**config.mk**
```make
export PLATFORM = sky130hd
export DESIGN_NAME = multiboot2_header_scan
export DESIGN_NICKNAME = d
export VERILOG_FILES = /design/src/design/mb2hs_pkg.sv /design/src/design/multiboot2_header_scan.sv
export SDC_FILE = /design/constraint.sdc
export NUM_CORES = 1
export LEC_CHECK = 0
export ABC_AREA = 1
export BUFFER_PORTS_ARGS = -buffer_cell sky130_fd_sc_hd__clkbuf_2
export CAP_MARGIN = 10
export CORE_MARGIN = 5
export CORE_UTILIZATION = 45
export CTS_CLUSTER_DIAMETER = 120
export DETAILED_ROUTE_END_ITERATION = 8
export REMOVE_ABC_BUFFERS = 1
export SETUP_SLACK_MARGIN = 0.5
export SLEW_MARGIN = 0
export SYNTH_ARGS = -nofsm -noshare
export SYNTH_HDL_FRONTEND = slang
export SYNTH_SLANG_ARGS = --single-unit
```
**constraint.sdc**
```tcl
create_clock -name aclk -period 10.7 [get_ports aclk]
set_input_delay 2.14 -clock aclk [delete_from_list [all_inputs] [get_ports aclk]]
set_output_delay 2.14 -clock aclk [all_outputs]
set_load 0.01 [all_outputs]
```
**src/design/mb2hs_pkg.sv**
```systemverilog
// ----------------------------------------------------------------------------
// mb2hs_pkg: shared definitions for the Multiboot2 header scanner
// Holds the scan phases, result status codes and the header format constants.
// ----------------------------------------------------------------------------
`default_nettype none

package mb2hs_pkg;

    // Search window for the header, in bytes from the start of the image.
    localparam int unsigned SEARCH_LIMIT_BYTES = 32768;

    // Width of a stored header offset; the header starts below the window.
    localparam int unsigned FOUND_W = $clog2(SEARCH_LIMIT_BYTES);

    // Width of the reported header offset.
    localparam int unsigned HDR_OFF_W = 15;

    // Header format constants.
    localparam logic [31:0] MB2_MAGIC      = 32'hE852_50D6;
    localparam logic [31:0] HDR_FIXED_LEN  = 32'd16;
    localparam logic [31:0] TAG_MIN_SIZE   = 32'd8;
    localparam logic [31:0] TAG_ALIGN_MASK = 32'd7;
    localparam logic [31:0] POS_SATURATE   = 32'hFFFF_FFFC;
    localparam logic [31:0] WORD_BYTES     = 32'd4;

    // Scan phases, one per header word being examined.
    typedef enum logic [2:0] {
        PH_SEARCH  = 3'd0,
        PH_ARCH    = 3'd1,
        PH_LEN     = 3'd2,
        PH_CSUM    = 3'd3,
        PH_TAGTYPE = 3'd4,
        PH_TAGSIZE = 3'd5
    } phase_t;

    // Result status codes.
    typedef enum logic [2:0] {
        ST_OK       = 3'd0,
        ST_NOTFOUND = 3'd1,
        ST_ARCH     = 3'd2,
        ST_LEN      = 3'd3,
        ST_CSUM     = 3'd4,
        ST_TAG      = 3'd5
    } status_t;

endpackage

`default_nettype wire

```
**src/design/multiboot2_header_scan.sv**
```systemverilog
// ----------------------------------------------------------------------------
// multiboot2_header_scan: streaming Multiboot2 header check
// Scans an image word stream for the header, validates it and walks its tags.
// ----------------------------------------------------------------------------
// Usage:
//   The image arrives on the s_ channel as little-endian 32-bit words, one
//   word per accepted handshake, with s_last marking the final word. Before an
//   image starts, cfg_wdata is written with cfg_we to give the image size in
//   bytes. For every image exactly one result word leaves on the m_ channel:
//   a status and, when the status is ok, the byte offset of the header.
//   Timing: a word is captured in the input register at the edge that
//   accepts it and is evaluated while it is held there; the result register
//   loads at the edge that takes the deciding word out of the input register,
//   and m_valid is driven from the result register.
//   Throughput: one word per cycle; the per-word evaluation (compares and a
//   32-bit add on the header state) sits between the input register and the
//   result register. Words after the decision are consumed without output.
//   When the receiver stalls, the result register holds its word and the
//   input register buffers one more word; after that s_ready drops.
//   Reset clears the scan state, the size register and both registers' valid
//   flags. After each last word the scan state returns to its reset values.
// ----------------------------------------------------------------------------
`default_nettype none

module multiboot2_header_scan
    import mb2hs_pkg::*;
(
    input  wire logic                 aclk,
    input  wire logic                 aresetn,
    // Configuration
    input  wire logic                 cfg_we,
    input  wire logic [31:0]          cfg_wdata,
    // Image word input
    input  wire logic                 s_valid,
    output logic                      s_ready,
    input  wire logic [31:0]          s_data_word,
    input  wire logic                 s_last,
    // Result output
    output logic                      m_valid,
    input  wire logic                 m_ready,
    output logic [2:0]                m_status,
    output logic [HDR_OFF_W-1:0]      m_header_offset
);

    // Registers.
    logic [31:0]          image_bytes_reg;
    logic                 in_valid_reg;
    logic [31:0]          in_word_reg;
    logic                 in_last_reg;
    logic                 out_valid_reg;
    logic [2:0]           out_status_reg;
    logic [HDR_OFF_W-1:0] out_offset_reg;

    phase_t               phase_reg, phase_next;
    logic [31:0]          byte_pos_reg, byte_pos_next;
    logic [FOUND_W-1:0]   found_reg, found_next;
    logic [31:0]          hdr_len_reg, hdr_len_next;
    logic [31:0]          hdr_sum_reg, hdr_sum_next;
    logic [31:0]          next_tag_reg, next_tag_next;
    logic [31:0]          tag_rel_reg, tag_rel_next;
    logic                 tag_end_reg, tag_end_next;
    logic                 settled_reg, settled_next;

    logic                 emit;
    status_t              emit_status;
    logic                 proc;
    logic                 accept;

    // Handshake: the input register is free or empties this cycle.
    assign proc    = in_valid_reg && (!out_valid_reg || m_ready);
    assign s_ready = !in_valid_reg || proc;
    assign accept  = s_valid && s_ready;

    assign m_valid         = out_valid_reg;
    assign m_status        = out_status_reg;
    assign m_header_offset = out_offset_reg;

    // Configuration register.
    always_ff @(posedge aclk) begin
        if (!aresetn) begin
            image_bytes_reg <= '0;
        end else if (cfg_we) begin
            image_bytes_reg <= cfg_wdata;
        end
    end

    // Input register.
    always_ff @(posedge aclk) begin
        if (!aresetn) begin
            in_valid_reg <= 1'b0;
        end else if (accept) begin
            in_valid_reg <= 1'b1;
        end else if (proc) begin
            in_valid_reg <= 1'b0;
        end
    end

    always_ff @(posedge aclk) begin
        if (accept) begin
            in_word_reg <= s_data_word;
            in_last_reg <= s_last;
        end
    end

    // Scan state register.
    always_ff @(posedge aclk) begin
        if (!aresetn) begin
            phase_reg    <= PH_SEARCH;
            byte_pos_reg <= '0;
            found_reg    <= '0;
            hdr_len_reg  <= '0;
            hdr_sum_reg  <= '0;
            next_tag_reg <= '0;
            tag_rel_reg  <= '0;
            tag_end_reg  <= 1'b0;
            settled_reg  <= 1'b0;
        end else begin
            phase_reg    <= phase_next;
            byte_pos_reg <= byte_pos_next;
            found_reg    <= found_next;
            hdr_len_reg  <= hdr_len_next;
            hdr_sum_reg  <= hdr_sum_next;
            next_tag_reg <= next_tag_next;
            tag_rel_reg  <= tag_rel_next;
            tag_end_reg  <= tag_end_next;
            settled_reg  <= settled_next;
        end
    end

    // Per-word evaluation of the header state.
    always_comb begin
        logic [31:0] w;
        logic [31:0] limit;
        logic [31:0] found32;
        logic [31:0] sum_csum;
        logic [32:0] len_end;
        logic [32:0] search_end;
        logic [32:0] tag_end_pos;
        logic [32:0] tag_step;
        logic [32:0] tag_after;
        logic        done;

        w          = in_word_reg;
        limit      = (image_bytes_reg < 32'(SEARCH_LIMIT_BYTES)) ?
                     image_bytes_reg : 32'(SEARCH_LIMIT_BYTES);
        found32    = 32'(found_reg);
        sum_csum   = hdr_sum_reg + w;
        len_end    = {1'b0, found32} + {1'b0, w};
        search_end = {1'b0, byte_pos_reg} + {1'b0, HDR_FIXED_LEN};
        tag_end_pos = {1'b0, tag_rel_reg} + {1'b0, w};
        tag_step   = ({1'b0, w} + {1'b0, TAG_ALIGN_MASK}) & ~{1'b0, TAG_ALIGN_MASK};
        tag_after  = {1'b0, tag_rel_reg} + tag_step;
        done       = 1'b0;

        phase_next    = phase_reg;
        byte_pos_next = byte_pos_reg;
        found_next    = found_reg;
        hdr_len_next  = hdr_len_reg;
        hdr_sum_next  = hdr_sum_reg;
        next_tag_next = next_tag_reg;
        tag_rel_next  = tag_rel_reg;
        tag_end_next  = tag_end_reg;
        settled_next  = settled_reg;
        emit_status   = ST_NOTFOUND;
        emit          = 1'b0;

        if (proc) begin
            if (!settled_reg) begin
                case (phase_reg)
                    PH_SEARCH: begin
                        if ((byte_pos_reg[2:0] == 3'd0) && (search_end <= {1'b0, limit})
                            && (w == MB2_MAGIC)) begin
                            found_next   = byte_pos_reg[FOUND_W-1:0];
                            hdr_sum_next = w;
                            phase_next   = PH_ARCH;
                        end
                    end
                    PH_ARCH: begin
                        if (w != '0) begin
                            done        = 1'b1;
                            emit_status = ST_ARCH;
                        end else begin
                            phase_next = PH_LEN;
                        end
                    end
                    PH_LEN: begin
                        hdr_len_next = w;
                        hdr_sum_next = sum_csum;
                        if ((w < HDR_FIXED_LEN) || (len_end > {1'b0, image_bytes_reg})) begin
                            done        = 1'b1;
                            emit_status = ST_LEN;
                        end else begin
                            phase_next = PH_CSUM;
                        end
                    end
                    PH_CSUM: begin
                        hdr_sum_next = sum_csum;
                        if (sum_csum != '0) begin
                            done        = 1'b1;
                            emit_status = ST_CSUM;
                        end else if (hdr_len_reg <= HDR_FIXED_LEN) begin
                            done        = 1'b1;
                            emit_status = ST_OK;
                        end else begin
                            next_tag_next = found32 + HDR_FIXED_LEN;
                            tag_rel_next  = HDR_FIXED_LEN;
                            phase_next    = PH_TAGTYPE;
                        end
                    end
                    PH_TAGTYPE: begin
                        if (byte_pos_reg == next_tag_reg) begin
                            tag_end_next = (w[15:0] == 16'd0);
                            phase_next   = PH_TAGSIZE;
                        end
                    end
                    PH_TAGSIZE: begin
                        if ((w < TAG_MIN_SIZE) || (tag_end_pos > {1'b0, hdr_len_reg})) begin
                            done        = 1'b1;
                            emit_status = ST_TAG;
                        end else if (tag_end_reg) begin
                            done        = 1'b1;
                            emit_status = ST_OK;
                        end else if (tag_after >= {1'b0, hdr_len_reg}) begin
                            done        = 1'b1;
                            emit_status = ST_OK;
                        end else begin
                            tag_rel_next  = tag_after[31:0];
                            next_tag_next = next_tag_reg + tag_step[31:0];
                            phase_next    = PH_TAGTYPE;
                        end
                    end
                    default: begin
                        phase_next = PH_SEARCH;
                    end
                endcase

                // A stream that ends undecided reports not found.
                if (!done && in_last_reg) begin
                    done        = 1'b1;
                    emit_status = ST_NOTFOUND;
                end
                if (done) begin
                    emit         = 1'b1;
                    settled_next = 1'b1;
                end
            end

            // Word position, saturating near the top of the address range.
            if (byte_pos_reg < POS_SATURATE) begin
                byte_pos_next = byte_pos_reg + WORD_BYTES;
            end

            // The last word returns the scan to its starting state.
            if (in_last_reg) begin
                phase_next    = PH_SEARCH;
                byte_pos_next = '0;
                found_next    = '0;
                hdr_len_next  = '0;
                hdr_sum_next  = '0;
                next_tag_next = '0;
                tag_rel_next  = '0;
                tag_end_next  = 1'b0;
                settled_next  = 1'b0;
            end
        end
    end

    // Result register.
    always_ff @(posedge aclk) begin
        if (!aresetn) begin
            out_valid_reg <= 1'b0;
        end else if (proc && emit) begin
            out_valid_reg <= 1'b1;
        end else if (m_ready) begin
            out_valid_reg <= 1'b0;
        end
    end

    always_ff @(posedge aclk) begin
        logic [31:0] off32;
        off32 = 32'(found_reg);
        if (proc && emit) begin
            out_status_reg <= emit_status;
            out_offset_reg <= (emit_status == ST_OK) ? off32[HDR_OFF_W-1:0] : '0;
        end
    end

    // Checks on the scan logic.
    a_offset_only_ok: assert property (@(posedge aclk) disable iff (!aresetn)
        (m_valid && (m_status != ST_OK)) |-> (m_header_offset == '0))
        else $error("header offset reported with a failing status");

    a_settle_after_result: assert property (@(posedge aclk) disable iff (!aresetn)
        (proc && emit && !in_last_reg) |=> settled_reg)
        else $error("scan not settled after giving its result");

    a_found_aligned: assert property (@(posedge aclk) disable iff (!aresetn)
        (phase_reg != PH_SEARCH) |-> (found_reg[2:0] == 3'd0))
        else $error("header offset is not 8-byte aligned");

    a_tag_aligned: assert property (@(posedge aclk) disable iff (!aresetn)
        ((phase_reg == PH_TAGTYPE) || (phase_reg == PH_TAGSIZE))
        |-> ((next_tag_reg[2:0] == 3'd0) && (tag_rel_reg < hdr_len_reg)))
        else $error("tag position misaligned or outside the header");

endmodule

`default_nettype wire
```
### Yosys cells after proc, flatten, opt, wreduce, memory -nomap -nowiden

Index checks and enable logic that the tools add are counted.

* bits in registers: 265
* output and inout bits: 20
* logic and storage cells: 167

* add/subtract/negate cells: 9
* $lt $le $gt $ge: 9
* equal/unequal tests: 17
* mux-type cells: 79
* reduce and logical (&&, ||, !) cells: 37

Operators with widths (count)
* 2-to-1 mux 32 bit: 23
* case mux 32 bit (2 select lines): 3
* greater-than comparator 33 x 32 -> 1 bit: 2
* adder 32 bit: 2
* nonzero test 32 bit: 2
* 2-to-1 mux 15 bit: 4
* 2-to-1 mux 3 bit: 16
* adder 15 x 32 -> 33 bit: 1
* adder 32 x 3 -> 33 bit, second input constant: 1
* adder 32 x 32 -> 33 bit: 1
* adder 32 x 33 -> 33 bit: 1
* adder 32 x 5 -> 33 bit, second input constant: 1
* greater-or-equal comparator 33 x 32 -> 1 bit: 1
* <= comparator 33 x 32 -> 1 bit: 1
* adder 32 x 3 -> 32 bit, second input constant: 1
* == test 32 bit: 1
* == test 32 bit, second input constant: 1
* <= comparator 32 x 5 -> 1 bit, second input constant: 1
* < comparator 32 x 16 -> 1 bit, second input constant: 1
* < comparator 32 bit, second input constant: 1
* < comparator 32 x 4 -> 1 bit, second input constant: 1
* < comparator 32 x 5 -> 1 bit, second input constant: 1
* 2-to-1 mux 1 bit: 28
* != test 3 bit, second input constant: 9
* 22 further kinds: 47

### Depth between registers and ports, before layout

* word-level depth: 19
* mapped depth: 42
* gate-level depth less buffers: 41

### Worst setup path before layout

No wires, ideal clock.

* kind: flip-flop to flip-flop
* start point: register in_word_reg[1]
* end point: register out_offset_reg[10], in the netlist m_header_offset[10] (enable)
* data arrival time: 4741 ps
* data required time: 10331 ps
* path slack: 5590 ps
* stages on the path, launching flop included: 37
* path buffers: 0
* clock period less this slack: 5110 ps
* cell sequence: edfxtp_1 -> inv_1 -> nand3_1 -> nand3_2 -> nor2_2 -> inv_1 -> nor2_2 -> inv_1 -> nor2_1 -> xor2_1 -> inv_1 -> ha_1 -> a21o_1 -> a21oi_1 -> nand2_1 -> a21oi_1 -> o21bai_1 -> nand3_1 -> nand2_1 -> a21oi_1 -> xor2_1 -> inv_1 -> ha_1 -> nand2_1 -> inv_1 -> nand3_1 -> nor3_1 -> nand3_1 -> o41ai_1 -> inv_1 -> nand2_1 -> nor2_1 -> nand3_1 -> nand2_1 -> nand3_1 -> nand3_1 -> inv_1

* cells in the longest elaborated chain, start to end: 18
* elaborated cells on any way between the ends: 32

Ends and longest elaborated chain
* from (decl): line multiboot2_header_scan.sv:48 `logic [31:0] in_word_reg;`
* from (signal assigned): line multiboot2_header_scan.sv:100 `in_word_reg <= s_data_word;`
* adder 32 x 3 -> 33 bit: line multiboot2_header_scan.sv:151 `tag_step = ({1'b0, w} + {1'b0, TAG_ALIGN_MASK}) & ~{1'b0, TAG_ALIGN_MASK};`
* adder 32 x 33 -> 33 bit: line multiboot2_header_scan.sv:152 `tag_after = {1'b0, tag_rel_reg} + tag_step;`
* greater-or-equal comparator 33 x 32 -> 1 bit: line multiboot2_header_scan.sv:223 `end else if (tag_after >= {1'b0, hdr_len_reg}) begin`
* 2-to-1 mux 1 bit: line multiboot2_header_scan.sv:223
* 2-to-1 mux 1 bit: line multiboot2_header_scan.sv:220 `end else if (tag_end_reg) begin`
* 2-to-1 mux 1 bit: line multiboot2_header_scan.sv:217 `if ((w < TAG_MIN_SIZE) || (tag_end_pos > {1'b0, hdr_len_reg})) begin`
* case mux 1 bit (4 select lines) *: line multiboot2_header_scan.sv:169 `case (phase_reg)`
* 2-to-1 mux 1 bit *: line multiboot2_header_scan.sv:168 `if (!settled_reg) begin`
* (+2 left out)
* logical AND 1 bit: line multiboot2_header_scan.sv:238 `if (!done && in_last_reg) begin`
* 2-to-1 mux 1 bit *: line multiboot2_header_scan.sv:238
* 2-to-1 mux 1 bit *: line multiboot2_header_scan.sv:168
* 2-to-1 mux 1 bit *: line multiboot2_header_scan.sv:167 `if (proc) begin`
* 2-to-1 mux 1 bit *: line multiboot2_header_scan.sv:242 `if (done) begin`
* 2-to-1 mux 1 bit *: line multiboot2_header_scan.sv:168
* 2-to-1 mux 1 bit *: line multiboot2_header_scan.sv:167
* logical AND 1 bit *: line multiboot2_header_scan.sv:282 `if (proc && emit) begin`
* to (signal assigned): line multiboot2_header_scan.sv:284 `out_offset_reg <= (emit_status == ST_OK) ? off32[HDR_OFF_W-1:0] : '0;`
* to (decl): line multiboot2_header_scan.sv:52 `logic [HDR_OFF_W-1:0] out_offset_reg;`

Mark *: on every way between the ends. The rest lies on a longest branch, timed or not. The select of a mux whose other input is x is not followed.
A chain may end at the register's enable or synchronous reset.

### Worst setup path in the final report

* start point: register in_word_reg[1]
* end point: register tag_rel_reg[29]

* cells in the longest elaborated chain, start to end: 8
* elaborated cells on any way between the ends: 19

Ends and longest elaborated chain
* branches (longest 8 deep; another with adder 32 x 3 -> 33 bit)
* to (signal assigned): line multiboot2_header_scan.sv:124 `tag_rel_reg <= tag_rel_next;`
* to (decl): line multiboot2_header_scan.sv:60 `logic [31:0] tag_rel_reg, tag_rel_next;`

Several ways; the timed one is not identified. The select of a mux whose other input is x is not followed.

==> impl_metrics.py <==
metrics = {
    "run_status": {
        "outcome": "complete, no violations",
    },
    "global_routing": {
        "grt.busiest_layer": "met2",
        "grt_max_degree": 77,
        "overflow": 0,
        "grt_pass1_wl_um": 136000,
        "met1_usage": 0.397,
        "use_met3": 0.0459,
        "met2_usage": 0.519,
        "grtUsageTotal": 0.307,
        "antenna_found_initial": 0,
        "grt_pass1_vias": 22800,
    },
    "cts": {
        "worstSkewPairLatency_ns": 0.56,
        "post_cts_buffers": 0,
        "cts.path.max_buffers": 3,
        "cts_buffers": 34,
        "root_buffer": "clkbuf_16",
        "clkSinkCount": 257,
        "cts_tree": "built",
        "cts_hold_buf": 0,
        "htreeDepth": 2,
        "cts-resized-gates": 0,
        "clkTransAtPathRegs_ns": 0.06,
    },
    "route": {
        "viasPerCell": 5.68,
        "drc": 0,
        "num_vias": 24300,
        "ant_nets": 0,
        "drt_iter0_drc": 2146,
        "drtPass1Iterations": 5,
        "wl_um": 89900,
        "wl_per_cell_um": 21.0,
    },
    "synthesis": {
        "synth-async-reset-ratio": 0,
        "synthCells": 3510,
        "synth_area_per_cell_um2": 6.62,
        "synth.area.top_cells": "dfxtp_1 18%, ha_1 14%, nand2_1 13%",
        "yosys.area.top_type": "dfxtp_1",
        "ys_types": 64,
        "synth-main-ff-cell": "dfxtp_1",
        "synth-edff-count": 50,
        "syn-cell-area_um2": 23200,
        "yosysTopAreaCellShare": 0.178,
        "seq_area_frac_synth": 0.243,
        "synth-seq-cells": 257,
        "yosysWarningCount": 0,
    },
    "timing": {
        "final-hold-violation-count": 0,
        "post-route-period-util": 0.679,
        "final.min_clock_period_ns": 7.26,
        "finalWorstSetupSlack_ns": 3.44,
        "slew_headroom": 0.306,
        "worst_slew_pin_slew_ns": 1.04,
        "fmax_ghz": 0.138,
        "tns_ns": 0,
        "skew_ns": 0.0174,
        "slew_violations": 0,
        "finalSetupViolations": 0,
        "rsz0062_at_grt": "false",
    },
    "floorplan": {
        "die_area_um2": 56300,
        "fp.dieH_um": 237,
        "start_util": 0.454,
        "fp.coreArea_um2": 51200,
        "fp.dieW_um": 237,
        "io_pins": 90,
        "rows": 83,
    },
    "setup_path": {
        "crit_slowest_cell": "edfxtp_1",
        "crit_family": "simple AND/OR/NAND/NOR gates",
        "r2r-end": "tag_rel_reg[29]$_SDFFE_PN0P_",
        "crit_type": "reg2reg",
        "ff2ff_path_depth": 35,
        "critPathLaunchType": "register",
        "cp_common_cell": "nand2_1",
        "end_kind": "register",
        "critPathBufInv": 5,
        "r2r-start": "in_word_reg[1]$_DFFE_PP_",
        "crit_end": "tag_rel_reg[29]$_SDFFE_PN0P_",
        "worstPathRequired_ns": 11.09,
        "crit_start": "in_word_reg[1]$_DFFE_PP_",
        "r2r_slack_ns": 3.44,
        "critPathArrivalTime_ns": 7.65,
        "crit_path_max_incr_delay_ns": 0.62,
        "crit_cells": 35,
        "critPathMaxFanout": 54,
    },
    "power": {
        "irDropWorstVdd_mv": 0.131,
        "powerDensity_nw_per_um2": 122,
        "p_leak_nw": 11.8,
    },
    "place": {
        "placed_cells": 4221,
        "dp_hpwl_um": 72700,
        "gp_congestion": 1.07,
        "port_buffers": 89,
        "dp_worst_setup_slack_ns": 3.61,
    },
    "cells_and_area": {
        "mostFrequentLayoutCell": "nand2_1",
        "finish.utilization": 0.499,
        "synthToLayoutAreaGrowth_pct": 9.95,
        "drive_gt1_frac": 0.0672,
        "nets": 3910,
        "n_antenna_cell": 0,
        "final_cell_mix": "805 x nand2_1, 460 x inv_1, 394 x a21oi_1",
        "finalNonFillerCells": 4283,
    },
    "hold_path": {
        "hold_path.class": "reg2reg",
    },
    "flow_run": {
        "drv_cap": 0,
    },
}
-- worst min path at each step --
stage / from / endpoint / slack (ns) / depth (start not counted)
4_1_cts: hdr_len_reg[17]$_SDFFE_PN0P_ / hdr_len_reg[17]$_SDFFE_PN0P_ / 0.46 / 2
3_5_place_dp: hdr_len_reg[17]$_SDFFE_PN0P_ / hdr_len_reg[17]$_SDFFE_PN0P_ / 0.46 / 2
5_1_grt: hdr_len_reg[13]$_SDFFE_PN0P_ / hdr_len_reg[13]$_SDFFE_PN0P_ / 0.49 / 2
6_report: hdr_len_reg[29]$_SDFFE_PN0P_ / hdr_len_reg[29]$_SDFFE_PN0P_ / 0.46 / 2
2_1_floorplan: hdr_len_reg[12]$_SDFFE_PN0P_ / hdr_len_reg[12]$_SDFFE_PN0P_ / 0.44 / 2
3_3_place_gp: hdr_len_reg[30]$_SDFFE_PN0P_ / hdr_len_reg[30]$_SDFFE_PN0P_ / 0.45 / 2
-- power by group --
group	internal [mW]	total [mW]	switching (mW)	leakage, nW
registers	1.04	1.09	0.0555	2.17
logic	0.253	0.788	0.535	9.01
clock network	0.764	1.24	0.480	0.588
-- metal layers --
metal	up-vias	share of wire
met4	0	0.041
li1	11900	-
met1	11300	0.43
met5	-	0
met2	929	0.46
met3	199	0.069
-- cells by family (layout without fill, tap and decap cells) --
logic type / count (synthesis) / in the layout / synth area share
and+or+nand+nor: 1532 / 1532 / 0.285
AOI/OAI and AO/OA: 716 / 716 / 0.170
buffers and inverters: 582 / 660 / 0.0983
adders and majority gates: 263 / 263 / 0.143
DFF: 257 / 257 / 0.243
xor gates and xnor gates: 159 / 159 / 0.0599
other: 1 / 16 / 0.000161
-- stage by stage --
step / cell area (um^2) / power (mW) / hold slack, ns
2_1_floorplan: 22800 / 1.62 / 0.441
3_3_place_gp: 24400 / 1.87 / 0.451
3_5_place_dp: 24400 / 1.88 / 0.456
4_1_cts: 25600 / 3.13 / 0.465
5_1_grt: 25600 / 3.27 / 0.488
6_report: 25600 / 3.12 / 0.463
-- worst reg2reg max path: cells and delay by family, from the launching register on --
| family | cells | cell delay [ns] |
|---|---|---|
| xor+xnor | 2 | 0.63 |
| buf+inv | 5 | 0.88 |
| fa+ha+maj | 2 | 0.59 |
| simple gates | 18 | 2.60 |
| flops | 1 | 0.62 |
| compound gates | 8 | 1.79 |
-- cell usage after synthesis, drive strengths merged (6+ instances only) --
master	count
clkbuf	57
o2111ai	6
nor4	38
nand2	816
buf	46
a21oi	399
dfxtp	207
o21bai	12
or2	7
inv	474
o21ai	179
o21a	11
a21o	9
o211ai	23
a211oi	35
nand3	185
ha	259
edfxtp	50
nand3b	11
a31oi	12
nor3	72
xor2	118
nor2	301
xnor2	41
nand4	92
o22ai	9
-- cell type report --
type	instances	area (um^2)
Multi-Input combinational cell	2686	15400
Clock buffer	42	922
Fill cell	5202	25600
Clock inverter	20	284
Sequential cell	257	5650
Timing Repair Buffer	119	671
Inverter	479	1800
Tap cell	680	851
Power figures use the tool's default switching activity.
